$ cat src/design/skf_pkg.sv
// Shared types, constants and the microcode ROM of the per-channel Kalman filter.
// No dependencies; every other design file imports this package.
package skf_pkg;

  // Field widths of the item payloads
  localparam int REQ_W   = 1;
  localparam int CHAN_W  = 4;
  localparam int SMP_W   = 16;
  localparam int VAL_W   = 24;
  localparam int R_W     = 8;
  localparam int NUM_SLOTS = 16;

  // Defaults for the top-level parameters
  localparam int NUM_CHANNELS_DEF = 16;
  localparam int FRAC_BITS_DEF    = 16;

  // Register reset and saturation values
  localparam logic [R_W-1:0]   R_RESET = 8'd9;
  localparam logic [VAL_W-1:0] VAL_MAX = {VAL_W{1'b1}};

  // Request codes
  localparam logic [REQ_W-1:0] REQ_FILTER = 1'b0;
  localparam logic [REQ_W-1:0] REQ_WRITE  = 1'b1;

  // Reset process noise, in hundredths, per table slot
  localparam logic [6:0] Q_INIT_HUND [NUM_SLOTS] = '{
    7'd58, 7'd60, 7'd63, 7'd53, 7'd51, 7'd53, 7'd50, 7'd52,
    7'd52, 7'd50, 7'd53, 7'd49, 7'd57, 7'd54, 7'd50, 7'd51
  };

  // Reset Q of one channel: round(h * 2^frac / 100), saturated
  function automatic logic [VAL_W-1:0] q_reset_value(input int idx, input int frac);
    longint v;
    v = ((longint'(Q_INIT_HUND[idx % NUM_SLOTS]) << frac) + 64'sd50) / 64'sd100;
    if (v > longint'(VAL_MAX)) begin
      return VAL_MAX;
    end
    return VAL_W'(v);
  endfunction

  // Microcode
  localparam int PC_W = 4;
  typedef logic [PC_W-1:0] pc_t;

  typedef enum logic [3:0] {
    OP_IDLE,
    OP_SUM,
    OP_DEN,
    OP_DIV,
    OP_GAIN_MUL,
    OP_COV_MUL,
    OP_ACC,
    OP_STORE,
    OP_ROUND,
    OP_EMIT
  } op_t;

  typedef enum logic [1:0] {
    JC_NEXT,
    JC_ACCEPT,
    JC_LOOP,
    JC_WAIT_OUT
  } jc_t;

  typedef struct packed {
    op_t op;
    jc_t jc;
    pc_t target;
  } ucode_t;

  // Control from the sequencer to the datapath
  typedef struct packed {
    op_t  op;
    logic accept_en;
  } ctrl_t;

  // Status from the datapath to the sequencer
  typedef struct packed {
    logic filter_fire;
    logic cnt_nz;
    logic out_free;
  } stat_t;

  // Program addresses
  localparam pc_t PC_IDLE  = 4'd0;
  localparam pc_t PC_SUM   = 4'd1;
  localparam pc_t PC_DEN   = 4'd2;
  localparam pc_t PC_DIV   = 4'd3;
  localparam pc_t PC_GAIN  = 4'd4;
  localparam pc_t PC_COV   = 4'd5;
  localparam pc_t PC_ACC   = 4'd6;
  localparam pc_t PC_STORE = 4'd7;
  localparam pc_t PC_ROUND = 4'd8;
  localparam pc_t PC_EMIT  = 4'd9;

  // Program ROM: one control word per step
  function automatic ucode_t skf_rom(input pc_t pc);
    ucode_t uc;
    uc = '{op: OP_IDLE, jc: JC_ACCEPT, target: PC_SUM};
    unique case (pc)
      PC_IDLE:  uc = '{op: OP_IDLE,     jc: JC_ACCEPT,   target: PC_SUM};
      PC_SUM:   uc = '{op: OP_SUM,      jc: JC_NEXT,     target: PC_IDLE};
      PC_DEN:   uc = '{op: OP_DEN,      jc: JC_NEXT,     target: PC_IDLE};
      PC_DIV:   uc = '{op: OP_DIV,      jc: JC_LOOP,     target: PC_DIV};
      PC_GAIN:  uc = '{op: OP_GAIN_MUL, jc: JC_NEXT,     target: PC_IDLE};
      PC_COV:   uc = '{op: OP_COV_MUL,  jc: JC_NEXT,     target: PC_IDLE};
      PC_ACC:   uc = '{op: OP_ACC,      jc: JC_NEXT,     target: PC_IDLE};
      PC_STORE: uc = '{op: OP_STORE,    jc: JC_NEXT,     target: PC_IDLE};
      PC_ROUND: uc = '{op: OP_ROUND,    jc: JC_NEXT,     target: PC_IDLE};
      PC_EMIT:  uc = '{op: OP_EMIT,     jc: JC_WAIT_OUT, target: PC_IDLE};
      default:  uc = '{op: OP_IDLE,     jc: JC_WAIT_OUT, target: PC_IDLE};
    endcase
    return uc;
  endfunction

endpackage

$ cat src/design/skf_stream_if.sv
// Valid/ready channel interfaces for filter requests and estimates.
// Depends on skf_pkg for the field widths.
interface skf_in_if import skf_pkg::*; ();
  logic               valid;
  logic               ready;
  logic [REQ_W-1:0]   req_type;
  logic [CHAN_W-1:0]  channel;
  logic signed [SMP_W-1:0] raw_sample;
  logic signed [SMP_W-1:0] last_estimate;
  logic [VAL_W-1:0]   noise_value;

  modport source (output valid, req_type, channel, raw_sample, last_estimate, noise_value,
                  input ready);
  modport sink   (input valid, req_type, channel, raw_sample, last_estimate, noise_value,
                  output ready);
endinterface

interface skf_out_if import skf_pkg::*; ();
  logic                    valid;
  logic                    ready;
  logic signed [SMP_W-1:0] estimate;

  modport source (output valid, estimate, input ready);
  modport sink   (input valid, estimate, output ready);
endinterface

$ cat src/design/channel_scalar_kalman_filter.sv
// Top level of the per-channel scalar Kalman filter: datapath, per-channel stores.
// Depends on skf_pkg, skf_stream_if and skf_sequencer.
//
// Usage:
//   in_chan carries request items. A filter item (req_type 0) names a channel, a raw
//   sample and the last estimate; it yields one estimate item on out_chan. A write
//   item (req_type 1) loads the channel's process noise Q and yields nothing.
//   cfg_we/cfg_wdata load the shared observation noise R (write only while idle).
//   Channel numbers wrap modulo NUM_CHANNELS.
// Sequence:
//   A write item is taken in the idle step, which then stays ready for the next item.
//   A filter item keeps the block busy through sum, denominator, the restoring gain
//   divide (one quotient bit per cycle, FRAC_BITS + 1 bits), gain and covariance
//   multiplies, accumulate, store, round and emit; in_chan.ready is low meanwhile.
// Reset:
//   rst_n is synchronous and active low. It sets R to 9, every covariance to 1.0 and
//   every Q to its table value through per-entry valid bits; no clearing pass.
// Back-pressure:
//   The estimate sits in an output register. A stalled receiver holds the sequencer
//   on its last step until that register frees; in_chan.ready stays low meanwhile.
module channel_scalar_kalman_filter import skf_pkg::*; #(
  parameter int NUM_CHANNELS = NUM_CHANNELS_DEF,
  parameter int FRAC_BITS    = FRAC_BITS_DEF
) (
  input  logic           clk,
  input  logic           rst_n,
  input  logic           cfg_we,
  input  logic [R_W-1:0] cfg_wdata,
  skf_in_if.sink         in_chan,
  skf_out_if.source      out_chan
);

  localparam int CH_W   = (NUM_CHANNELS > 1) ? $clog2(NUM_CHANNELS) : 1;
  localparam int PT_W   = VAL_W + 1;
  localparam int DEN_W  = ((FRAC_BITS + R_W > PT_W) ? FRAC_BITS + R_W : PT_W) + 1;
  localparam int REM_W  = DEN_W + 1;
  localparam int K_W    = FRAC_BITS + 1;
  localparam int DIFF_W = SMP_W + 1;
  localparam int NUM_W  = FRAC_BITS + SMP_W + 3;
  localparam int CP_W   = K_W + PT_W;
  localparam int PN_W   = CP_W - FRAC_BITS;
  localparam int CNT_W  = $clog2(FRAC_BITS + 1);
  localparam logic [VAL_W-1:0] P_ONE =
    (FRAC_BITS >= VAL_W) ? VAL_MAX : VAL_W'(64'd1 << FRAC_BITS);
  localparam logic [K_W-1:0] K_ONE = {1'b1, {FRAC_BITS{1'b0}}};
  localparam logic [NUM_W-1:0] RND_BIAS =
    {{(NUM_W - FRAC_BITS){1'b0}}, {FRAC_BITS{1'b1}}};

  // Sequencer link
  ctrl_t ctrl;
  stat_t stat;

  // Channel wrap table and reset Q table
  logic [CH_W-1:0]  ch_map      [NUM_SLOTS];
  logic [VAL_W-1:0] q_reset_tab [NUM_CHANNELS];

  for (genvar i = 0; i < NUM_SLOTS; i++) begin : g_ch_map
    assign ch_map[i] = CH_W'(i % NUM_CHANNELS);
  end

  for (genvar i = 0; i < NUM_CHANNELS; i++) begin : g_q_tab
    assign q_reset_tab[i] = q_reset_value(i, FRAC_BITS);
  end

  // Stores and their valid bits
  logic [VAL_W-1:0]        p_mem [NUM_CHANNELS];
  logic [VAL_W-1:0]        q_mem [NUM_CHANNELS];
  logic [NUM_CHANNELS-1:0] p_vld_r;
  logic [NUM_CHANNELS-1:0] q_vld_r;
  logic [VAL_W-1:0]        p_rd_r;
  logic [VAL_W-1:0]        q_rd_r;
  logic                    p_vld_rd_r;
  logic                    q_vld_rd_r;

  // Datapath registers
  logic [R_W-1:0]             r_noise_r;
  logic [CH_W-1:0]            ch_r;
  logic signed [SMP_W-1:0]    last_r;
  logic signed [DIFF_W-1:0]   diff_r;
  logic [PT_W-1:0]            ptemp_r;
  logic [DEN_W-1:0]           den_r;
  logic [REM_W-1:0]           rem_r;
  logic [K_W-1:0]             quo_r;
  logic [CNT_W-1:0]           cnt_r;
  logic signed [NUM_W-1:0]    gprod_r;
  logic [CP_W-1:0]            cprod_r;
  logic signed [NUM_W-1:0]    num_r;
  logic signed [SMP_W-1:0]    est_r;
  logic                       out_valid_r;
  logic signed [SMP_W-1:0]    out_est_r;

  // Combinational helpers
  logic                    in_fire;
  logic [CH_W-1:0]         ch_idx;
  logic [VAL_W-1:0]        p_val;
  logic [VAL_W-1:0]        q_val;
  logic                    div_ge;
  logic [REM_W-1:0]        rem_sub;
  logic [K_W-1:0]          k_gain;
  logic [K_W-1:0]          k_rest;
  logic [PN_W-1:0]         p_new;
  logic [VAL_W-1:0]        p_sat;
  logic signed [NUM_W-1:0] num_biased;
  logic                    out_free;

  assign in_chan.ready = ctrl.accept_en;
  assign in_fire  = in_chan.valid && ctrl.accept_en;
  assign ch_idx   = ch_map[in_chan.channel];
  assign out_free = !out_valid_r || out_chan.ready;

  assign stat.filter_fire = in_fire && (in_chan.req_type == REQ_FILTER);
  assign stat.cnt_nz      = (cnt_r != '0);
  assign stat.out_free    = out_free;

  skf_sequencer u_seq (
    .clk  (clk),
    .rst_n(rst_n),
    .stat (stat),
    .ctrl (ctrl)
  );

  // Entries never written read as their reset value
  assign p_val = p_vld_rd_r ? p_rd_r : P_ONE;
  assign q_val = q_vld_rd_r ? q_rd_r : q_reset_tab[ch_r];

  // Restoring divide step and gain clamp (a full quotient bit means exactly 1.0)
  assign div_ge  = (rem_r >= REM_W'(den_r));
  assign rem_sub = div_ge ? rem_r - REM_W'(den_r) : rem_r;
  assign k_gain  = quo_r[FRAC_BITS] ? K_ONE : quo_r;
  assign k_rest  = K_ONE - k_gain;

  // New covariance, saturated to the store width
  assign p_new = cprod_r[CP_W-1:FRAC_BITS];
  assign p_sat = (p_new[PN_W-1:VAL_W] != '0) ? VAL_MAX : p_new[VAL_W-1:0];

  // Truncate toward zero: bias negative values before the shift
  assign num_biased = num_r + (num_r[NUM_W-1] ? $signed(RND_BIAS) : $signed(NUM_W'(0)));

  // Covariance and noise memories
  always_ff @(posedge clk) begin
    if (in_fire) begin
      if (in_chan.req_type == REQ_WRITE) begin
        q_mem[ch_idx] <= in_chan.noise_value;
      end else begin
        p_rd_r <= p_mem[ch_idx];
        q_rd_r <= q_mem[ch_idx];
      end
    end
    if (ctrl.op == OP_STORE) begin
      p_mem[ch_r] <= p_sat;
    end
  end

  // Valid bits and their registered reads
  always_ff @(posedge clk) begin
    if (!rst_n) begin
      p_vld_r    <= '0;
      q_vld_r    <= '0;
      p_vld_rd_r <= 1'b0;
      q_vld_rd_r <= 1'b0;
    end else begin
      if (in_fire) begin
        if (in_chan.req_type == REQ_WRITE) begin
          q_vld_r[ch_idx] <= 1'b1;
        end else begin
          p_vld_rd_r <= p_vld_r[ch_idx];
          q_vld_rd_r <= q_vld_r[ch_idx];
        end
      end
      if (ctrl.op == OP_STORE) begin
        p_vld_r[ch_r] <= 1'b1;
      end
    end
  end

  // Observation noise register
  always_ff @(posedge clk) begin
    if (!rst_n) begin
      r_noise_r <= R_RESET;
    end else if (cfg_we) begin
      r_noise_r <= cfg_wdata;
    end
  end

  // Arithmetic datapath driven by the control word
  always_ff @(posedge clk) begin
    if (stat.filter_fire) begin
      ch_r   <= ch_idx;
      last_r <= in_chan.last_estimate;
      diff_r <= DIFF_W'(in_chan.raw_sample) - DIFF_W'(in_chan.last_estimate);
    end
    case (ctrl.op)
      OP_SUM: begin
        ptemp_r <= PT_W'(p_val) + PT_W'(q_val);
      end
      OP_DEN: begin
        den_r <= DEN_W'(ptemp_r) + (DEN_W'(r_noise_r) << FRAC_BITS);
        rem_r <= REM_W'(ptemp_r);
        quo_r <= '0;
        cnt_r <= CNT_W'(FRAC_BITS);
      end
      OP_DIV: begin
        rem_r <= {rem_sub[REM_W-2:0], 1'b0};
        quo_r <= {quo_r[K_W-2:0], div_ge};
        if (cnt_r != '0) begin
          cnt_r <= cnt_r - CNT_W'(1);
        end
      end
      OP_GAIN_MUL: begin
        gprod_r <= $signed({1'b0, k_gain}) * NUM_W'(diff_r);
      end
      OP_COV_MUL: begin
        cprod_r <= CP_W'(k_rest) * CP_W'(ptemp_r);
      end
      OP_ACC: begin
        num_r <= (NUM_W'(last_r) <<< FRAC_BITS) + gprod_r;
      end
      OP_ROUND: begin
        est_r <= num_biased[FRAC_BITS +: SMP_W];
      end
      default: begin
      end
    endcase
  end

  // Output register: load on the last step, drop when taken
  always_ff @(posedge clk) begin
    if (!rst_n) begin
      out_valid_r <= 1'b0;
    end else if (ctrl.op == OP_EMIT && out_free) begin
      out_valid_r <= 1'b1;
    end else if (out_chan.ready) begin
      out_valid_r <= 1'b0;
    end
  end

  always_ff @(posedge clk) begin
    if (ctrl.op == OP_EMIT && out_free) begin
      out_est_r <= est_r;
    end
  end

  assign out_chan.valid    = out_valid_r;
  assign out_chan.estimate = out_est_r;

endmodule

$ cat src/design/skf_sequencer.sv
// Microcode sequencer: step counter, ROM fetch and conditional jumps.
// Depends on skf_pkg for the ROM, control and status types.
module skf_sequencer import skf_pkg::*; (
  input  logic  clk,
  input  logic  rst_n,
  input  stat_t stat,
  output ctrl_t ctrl
);

  pc_t    pc_r;
  pc_t    pc_nxt;
  ucode_t uc;

  // Fetch the control word of the current step
  assign uc = skf_rom(pc_r);
  assign ctrl.op = uc.op;
  assign ctrl.accept_en = (uc.jc == JC_ACCEPT);

  // Select the next step
  always_comb begin
    unique case (uc.jc)
      JC_NEXT:     pc_nxt = pc_r + PC_W'(1);
      JC_ACCEPT:   pc_nxt = stat.filter_fire ? uc.target : pc_r;
      JC_LOOP:     pc_nxt = stat.cnt_nz ? uc.target : pc_r + PC_W'(1);
      JC_WAIT_OUT: pc_nxt = stat.out_free ? uc.target : pc_r;
      default:     pc_nxt = PC_IDLE;
    endcase
  end

  // Step counter
  always_ff @(posedge clk) begin
    if (!rst_n) begin
      pc_r <= PC_IDLE;
    end else begin
      pc_r <= pc_nxt;
    end
  end

endmodule

$ cat src/flat_wrapper.sv
// flat-port wrapper written by rule: the top's interface ports become plain ports
module channel_scalar_kalman_filter_flat import skf_pkg::*;
#(
  parameter int NUM_CHANNELS = NUM_CHANNELS_DEF,
  parameter int FRAC_BITS    = FRAC_BITS_DEF
)
  (clk, rst_n, cfg_we, cfg_wdata, in_chan_valid, in_chan_req_type, in_chan_channel, in_chan_raw_sample, in_chan_last_estimate, in_chan_noise_value, in_chan_ready, out_chan_valid, out_chan_estimate, out_chan_ready);
  skf_in_if in_chan_i ();
  skf_out_if out_chan_i ();
  input  logic clk;
  input  logic rst_n;
  input  logic cfg_we;
  input  logic [R_W-1:0] cfg_wdata;
  input wire logic [$bits(in_chan_i.valid)-1:0] in_chan_valid;
  input wire logic [$bits(in_chan_i.req_type)-1:0] in_chan_req_type;
  input wire logic [$bits(in_chan_i.channel)-1:0] in_chan_channel;
  input wire logic [$bits(in_chan_i.raw_sample)-1:0] in_chan_raw_sample;
  input wire logic [$bits(in_chan_i.last_estimate)-1:0] in_chan_last_estimate;
  input wire logic [$bits(in_chan_i.noise_value)-1:0] in_chan_noise_value;
  output wire logic [$bits(in_chan_i.ready)-1:0] in_chan_ready;
  output wire logic [$bits(out_chan_i.valid)-1:0] out_chan_valid;
  output wire logic [$bits(out_chan_i.estimate)-1:0] out_chan_estimate;
  input wire logic [$bits(out_chan_i.ready)-1:0] out_chan_ready;
  assign in_chan_i.valid = in_chan_valid;
  assign in_chan_i.req_type = in_chan_req_type;
  assign in_chan_i.channel = in_chan_channel;
  assign in_chan_i.raw_sample = in_chan_raw_sample;
  assign in_chan_i.last_estimate = in_chan_last_estimate;
  assign in_chan_i.noise_value = in_chan_noise_value;
  assign in_chan_ready = in_chan_i.ready;
  assign out_chan_valid = out_chan_i.valid;
  assign out_chan_estimate = out_chan_i.estimate;
  assign out_chan_i.ready = out_chan_ready;
  channel_scalar_kalman_filter #(.NUM_CHANNELS(NUM_CHANNELS), .FRAC_BITS(FRAC_BITS)) u_core (.clk(clk), .rst_n(rst_n), .cfg_we(cfg_we), .cfg_wdata(cfg_wdata), .in_chan(in_chan_i), .out_chan(out_chan_i));
endmodule
$ cat config.mk
export PLATFORM = sky130hd
export DESIGN_NAME = channel_scalar_kalman_filter_flat
export DESIGN_NICKNAME = d
export VERILOG_FILES = /design/src/design/skf_pkg.sv /design/src/design/skf_stream_if.sv /design/src/design/channel_scalar_kalman_filter.sv /design/src/design/skf_sequencer.sv /design/src/flat_wrapper.sv
export SDC_FILE = /design/constraint.sdc
export NUM_CORES = 2
export LEC_CHECK = 0
export ABC_CLOCK_PERIOD_IN_PS = 14100
export BUFFER_PORTS_ARGS = -buffer_cell sky130_fd_sc_hd__buf_2
export CAP_MARGIN = 25
export CORE_MARGIN = 2
export CORE_UTILIZATION = 30
export CTS_CLUSTER_SIZE = 20
export DETAILED_ROUTE_END_ITERATION = 6
export GPL_TIMING_DRIVEN = 0
export MAX_ROUTING_LAYER = met4
export PLACE_DENSITY = 0.51
export SYNTH_ARGS = -nofsm -noshare
export SYNTH_HDL_FRONTEND = slang
export SYNTH_SLANG_ARGS = --single-unit
$ cat constraint.sdc
create_clock -name clk -period 14.1 [get_ports clk]
set_input_delay 1.41 -clock clk [delete_from_list [all_inputs] [get_ports clk]]
set_output_delay 1.41 -clock clk [all_outputs]
set_load 0.1 [all_outputs]
---- Yosys cells after proc, flatten, opt, wreduce, memory -nomap -nowiden ----
Memories as Yosys holds them, arrays and structs flattened. A register that Yosys moved wholly into a read port is not among the register bits.
Index checks and enable logic that the tools add are counted.
cells by class
  $add $sub $neg .......................... 9
  $mul .................................... 2
  order comparisons ....................... 7
  equality and inequality tests ........... 15
  multiplexer cells ....................... 35
  bitwise logic cells ..................... 5
  reductions and logical operators ........ 16
operator list
  kind                      count
  $mux W24                  5
  $pmux W27 S2              1
  $mul A17 B25 Y42          1
  $add A32 B35 Y35          1
  $mul A18 B17 Y35          1
  $pmux W17 S2              1
  $add A32 B32 Y32          1
  $or A16 B16 Y16           2
  $mux W4                   7
  $ge A27 B26 Y1            1
  $add A25 B24 Y26          1
  $mux W26                  1
  $sub A26 B26 Y26          1
  $add A24 B24 Y25          1
  $mux W17                  1
  $sub A16 B16 Y17          1
  $sub A17 B17 Y17 const A  1
  $eq A4 B3 Y1 const B      4
  $mux W16                  1
  $pmux W4 S4               1
  $mux W1                   11
  $ge A5 B5 Y1 const B      2
  $lt A4 B5 Y1 const B      2
  $not A4 Y5                2
  22 further kinds          38
word-level totals
  register bits after elaboration ......... 328
  memory bits (writable) .................. 768
  ROM bits ................................ 576
  output and inout bits ................... 18
  logic and storage cells ................. 114
  memories kept ........................... 5
memory list
  memory           depth  width  rd ports  clocked after Yosys merged registers in  write ports  RTL line                             source
  (no name shown)  16     24     1         0                                        0            channel_scalar_kalman_filter.sv:124  assign q_val = q_vld_rd_r ? q_rd_r : q_reset_tab[ch_r];
  u_core.p_mem     16     24     1         1                                        1            channel_scalar_kalman_filter.sv:66   logic [VAL_W-1:0] p_mem [NUM_CHANNELS];
  u_core.q_mem     16     24     1         1                                        1            channel_scalar_kalman_filter.sv:67   logic [VAL_W-1:0] q_mem [NUM_CHANNELS];
  (no name shown)  16     8      1         1                                        0            skf_pkg.sv:100                       unique case (pc)
  (no name shown)  16     4      1         0                                        0            channel_scalar_kalman_filter.sv:108  assign ch_idx = ch_map[in_chan.channel];

---- Logic depth before layout (Yosys ltp) ----
  word-level depth ........................ 9
  gate-level depth with buffers ........... 33
  depth with buffers taken out ............ 30

---- Modules after synthesis ----
Synthesis repeated with hierarchy kept, for this count alone.
second synthesis, totals
  cell total of the unflattened synthesis .. 5342
  area total of the unflattened synthesis .. 70232.4 µm²
modules (own cells, without submodules)
  module                        instances  cells an instance  area each (µm²)  sequential area each (µm²)
  channel_scalar_kalman_filter  1          5276               69600.5          33261.9
  skf_sequencer                 1          66                 631.9            240.2

---- Worst setup path before layout ----
Ideal clock, no wire load.
  path kind ............................... register -> register
  from .................................... register u_core.quo_r[16]
  to ...................................... register u_core.cprod_r[31] (data pin)
  setup time .............................. 0.258 ns
  arrival time ............................ 7.357 ns
  data required time ...................... 13.842 ns
  setup slack ............................. 6.486 ns
  cell stages (with the launch flop) ...... 33
  buffers on the path ..................... 4
  path through ............................ edfxtp_1 buf_2 nor2b_1 clkbuf_1 clkbuf_1 inv_1 ha_1 nand4_1 nand2b_1 xor2_1 clkbuf_1 nand2_1 fa_1 inv_1 fa_1 inv_1 fa_1 inv_1 fa_1 fa_1 inv_1 fa_1 inv_1 ha_1 and4_1 nand4_1 a211o_1 a41o_1 a21oi_1 o221a_2 a31o_2 a21oi_1 xnor2_1
between the ends
  word-level cells in the longest chain between the ends .. 3
RTL lines
  element                 RTL line                             source
  start, declared         channel_scalar_kalman_filter.sv:83   logic [K_W-1:0] quo_r;
  start signal, assigned  channel_scalar_kalman_filter.sv:204  quo_r <= {quo_r[K_W-2:0], div_ge};
  $mux W17                channel_scalar_kalman_filter.sv:129  assign k_gain = quo_r[FRAC_BITS] ? K_ONE : quo_r;
  $sub A17 B17 Y17        channel_scalar_kalman_filter.sv:130  assign k_rest = K_ONE - k_gain;
  $mul A17 B25 Y42        channel_scalar_kalman_filter.sv:213  cprod_r <= CP_W'(k_rest) * CP_W'(ptemp_r);
  end signal, assigned    channel_scalar_kalman_filter.sv:213
  end, declared           channel_scalar_kalman_filter.sv:86   logic [CP_W-1:0] cprod_r;
Every way passes these cells.
A chain may end at the register's enable or synchronous reset.

---- Final worst setup path ----
  from .................................... register u_core.quo_r[16]
  to ...................................... register u_core.cprod_r[41] (data pin)
Same word-level chain as after synthesis.

==> results.json <==
{
  "cts_tree": "yes",
  "yosysUniqueCellTypes": 76,
  "hp-start": "u_core.est_r[6]",
  "die_width_um": 487.8,
  "slew_violations": 0,
  "rows": 177,
  "critPathBufInv": 9,
  "num_vias": 41630,
  "slowest_stage": "xnor2_1",
  "synth_compound_area_share_pct": 4.463,
  "hold_viol": 0,
  "regToRegSetupSlack_ps": 4080,
  "clockBufferDepth": 3,
  "gp_congestion": 0.9071,
  "slew_headroom_pct": 24.86,
  "crit_type": "flip-flop to flip-flop",
  "cts_root_buf": "clkbuf_16",
  "seq_area_frac_synth_pct": 47.71,
  "cts.sinks": 1134,
  "slowest_delay_ps": 770,
  "dpl.hpwl_um": 144900,
  "synthAdderAreaFrac_pct": 22.75,
  "grt_start_max_net_pins": 30,
  "rsz0062_at_grt": "false",
  "ys_warn_count": 0,
  "ys.flop_type": "edfxtp_1",
  "min_to": "u_core.out_chan.estimate[6]",
  "synth_simple_gate_area_share_pct": 9.116,
  "cts_resized": 0,
  "async_flop_share_pct": 0,
  "whs_path_depth": 0,
  "io_pins": 92,
  "track_usage_pct": 16.49,
  "worstPathArrival_ps": 10540,
  "finalNetCount": 6639,
  "cp.required_ps": 14620,
  "worstPathMaxFanout": 10,
  "grt_pass1_wl_um": 285600,
  "cpMostUsedCell": "fa_1",
  "final_antenna_net_count": 0,
  "area_delta_synth_final_pct": 14.13,
  "r2r-end": "u_core.cprod_r[41]",
  "cts_hold_buf": 0,
  "dpl_cell_area_um2": 76180,
  "antenna_found_initial": 17,
  "cp_top_family": "adder cells",
  "r2r_cells": 31,
  "hold_ws_ps": 414.8,
  "status": "finished, final reports clean",
  "port-buffer-count": 90,
  "drt_iter0_markers": 2770,
  "initial_core_util_pct": 30.17,
  "core-area_um2": 232800,
  "period_share_pct": 71.07,
  "multi_input_area_um2": 33060,
  "hp-class": "flip-flop to flip-flop",
  "cap_violations": 0,
  "yosysTopAreaCell": "edfxtp_1",
  "cp-end-kind": "flip-flop",
  "clk_pin_slew_worst_paths_ps": 60,
  "fin_crit_ps": 10020,
  "syn_avg_cell_area_um2": 13.15,
  "yosysMostFrequentCell": "edfxtp_1",
  "synth_mux_area_share_pct": 8.508,
  "synth-seq-cells": 1134,
  "fin_skew_ps": 55.64,
  "synth_top_family_by_area": "adder cells",
  "cts_setup_buffers": 0,
  "avgViaCountPerCell": 4.688,
  "seq_area_um2": 33500,
  "cts_made_buffers": 121,
  "dr.pass1.iters": 5,
  "syn_area_um2": 70220,
  "synth_xor_area_share_pct": 1.846,
  "startpoint_type": "flip-flop",
  "die_area_um2": 238000,
  "syn_inst": 5338,
  "drc_errors": 0,
  "ys_top_cells_by_area": "edfxtp_1 46%, fa_1 16%, mux4_2 8.0%, ha_1 6.5%, inv_1 4.3%",
  "wl_um": 187800,
  "synth-edff-count": 1079,
  "synth.net_count": 6346,
  "wl_per_cell_um": 21.14,
  "worst_pin_slew_ps": 1119,
  "synth_common_cells": "1079 x edfxtp_1, 809 x inv_1, 601 x nand2_1",
  "max_freq_ghz": 0.09980,
  "fin_setup_tns_ps": 0,
  "fillers": 22730,
  "grt.overflow.total": 0,
  "drive_above_1_share_pct": 11.75,
  "grt_pass1_vias": 44250,
  "synth.top_cell.area_share_pct": 46.14,
  "finalSetupViolations": 0,
  "cts-htree-levels": 3,
  "die_y_um": 487.8,
  "clk_latency_ps": 780,
  "r2r-start": "u_core.quo_r[16]",
  "stdcell_area_um2": 80140
}
[worst max-delay path by stage]
stage / start / end / slack, ps / cells after the start
3_3_place_gp: u_core.quo_r[16] / u_core.cprod_r[41] / 3970 / 31
5_1_grt: u_core.quo_r[16] / u_core.cprod_r[41] / 3580 / 31
3_5_place_dp: u_core.quo_r[16] / u_core.cprod_r[41] / 4040 / 31
6_report: u_core.quo_r[16] / u_core.cprod_r[41] / 4080 / 31
2_1_floorplan: u_core.quo_r[16] / u_core.cprod_r[31] / 6490 / 32
4_1_cts: u_core.quo_r[16] / u_core.cprod_r[41] / 4020 / 31
[per-stage QoR]
stage | util [%] | setup WS, ps | cells
floorplan | - | 6486 | 5338
global placement | 32.05 | 3974 | 8560
detailed placement | 32.73 | 4040 | 8637
CTS | 34.40 | 4017 | 8867
global route | 34.43 | 3578 | 8879
finish | 34.43 | 4079 | 8881
[layout by cell type, fill, tap and decap left out, types with 19 or more instances in the layout]
master	count
nand3_1	49
nand2b_1	34
nor2_1	104
o21a_1	52
dfxtp_1	55
clkbuf_1	226
and2_1	299
buf_6	29
ha_1	363
xnor2_1	109
xor2_1	39
o211ai_1	19
mux2i_1	31
and3_1	25
nor3_1	36
buf_1	30
nor2_4	30
buf_2	103
or3_1	38
fa_1	571
mux4_2	250
edfxtp_1	1079
nor2b_1	48
nand2_1	601
clkbuf_16	122
a21o_1	74
a21oi_1	121
inv_1	808
o21ai_0	80
[sequential cells by signal (all words and copies together), names as in the netlist, 16 cells and up]
signal,cells
u_core.cprod_r,26
u_core.q_rd_r,24
u_core.p_vld_r,16
u_core.out_chan.estimate,16
u_core.p_rd_r,24
u_core.den_r,26
u_core.num_r,33
u_core.q_mem,384
u_core.est_r,16
u_core.rem_r,27
u_core.ptemp_r,25
u_core.p_mem,384
u_core.gprod_r,35
u_core.quo_r,17
u_core.last_r,16
u_core.q_vld_r,16
u_core.diff_r,17
[metal layers]
metal  vias to the layer above  part of all wire [%]  GRT usage [%]
li1                      18910                     -              -
met1                     21600                    43          20.82
met2                       860                    49          27.29
met3                       265                   4.3          2.222
met4                         0                   3.3          5.532
met5                         -                     0              -
[kinds of logic after synthesis]
logic type | after synthesis
mux | 284
compound gates | 471
xor+xnor | 148
fa+ha+maj | 934
buf+inv | 1041
simple gates | 1326
flops | 1134
[final cells by class]
cell class              instances  share of cell area [%]
flip-flops and latches       1134                   41.80
multi-input cells            3163                   41.26
well taps                    3132                   4.890
clock buffers                 177                   4.223
inverters                     809                   3.789
repair buffers                170                   2.239
plain buffers                 232                   1.126
clock inverters                53                  0.6370
diodes                         11                 0.03435
Power is not shown: default switching activity piles up to over one toggle a cycle in this logic, so the estimate is an artifact.
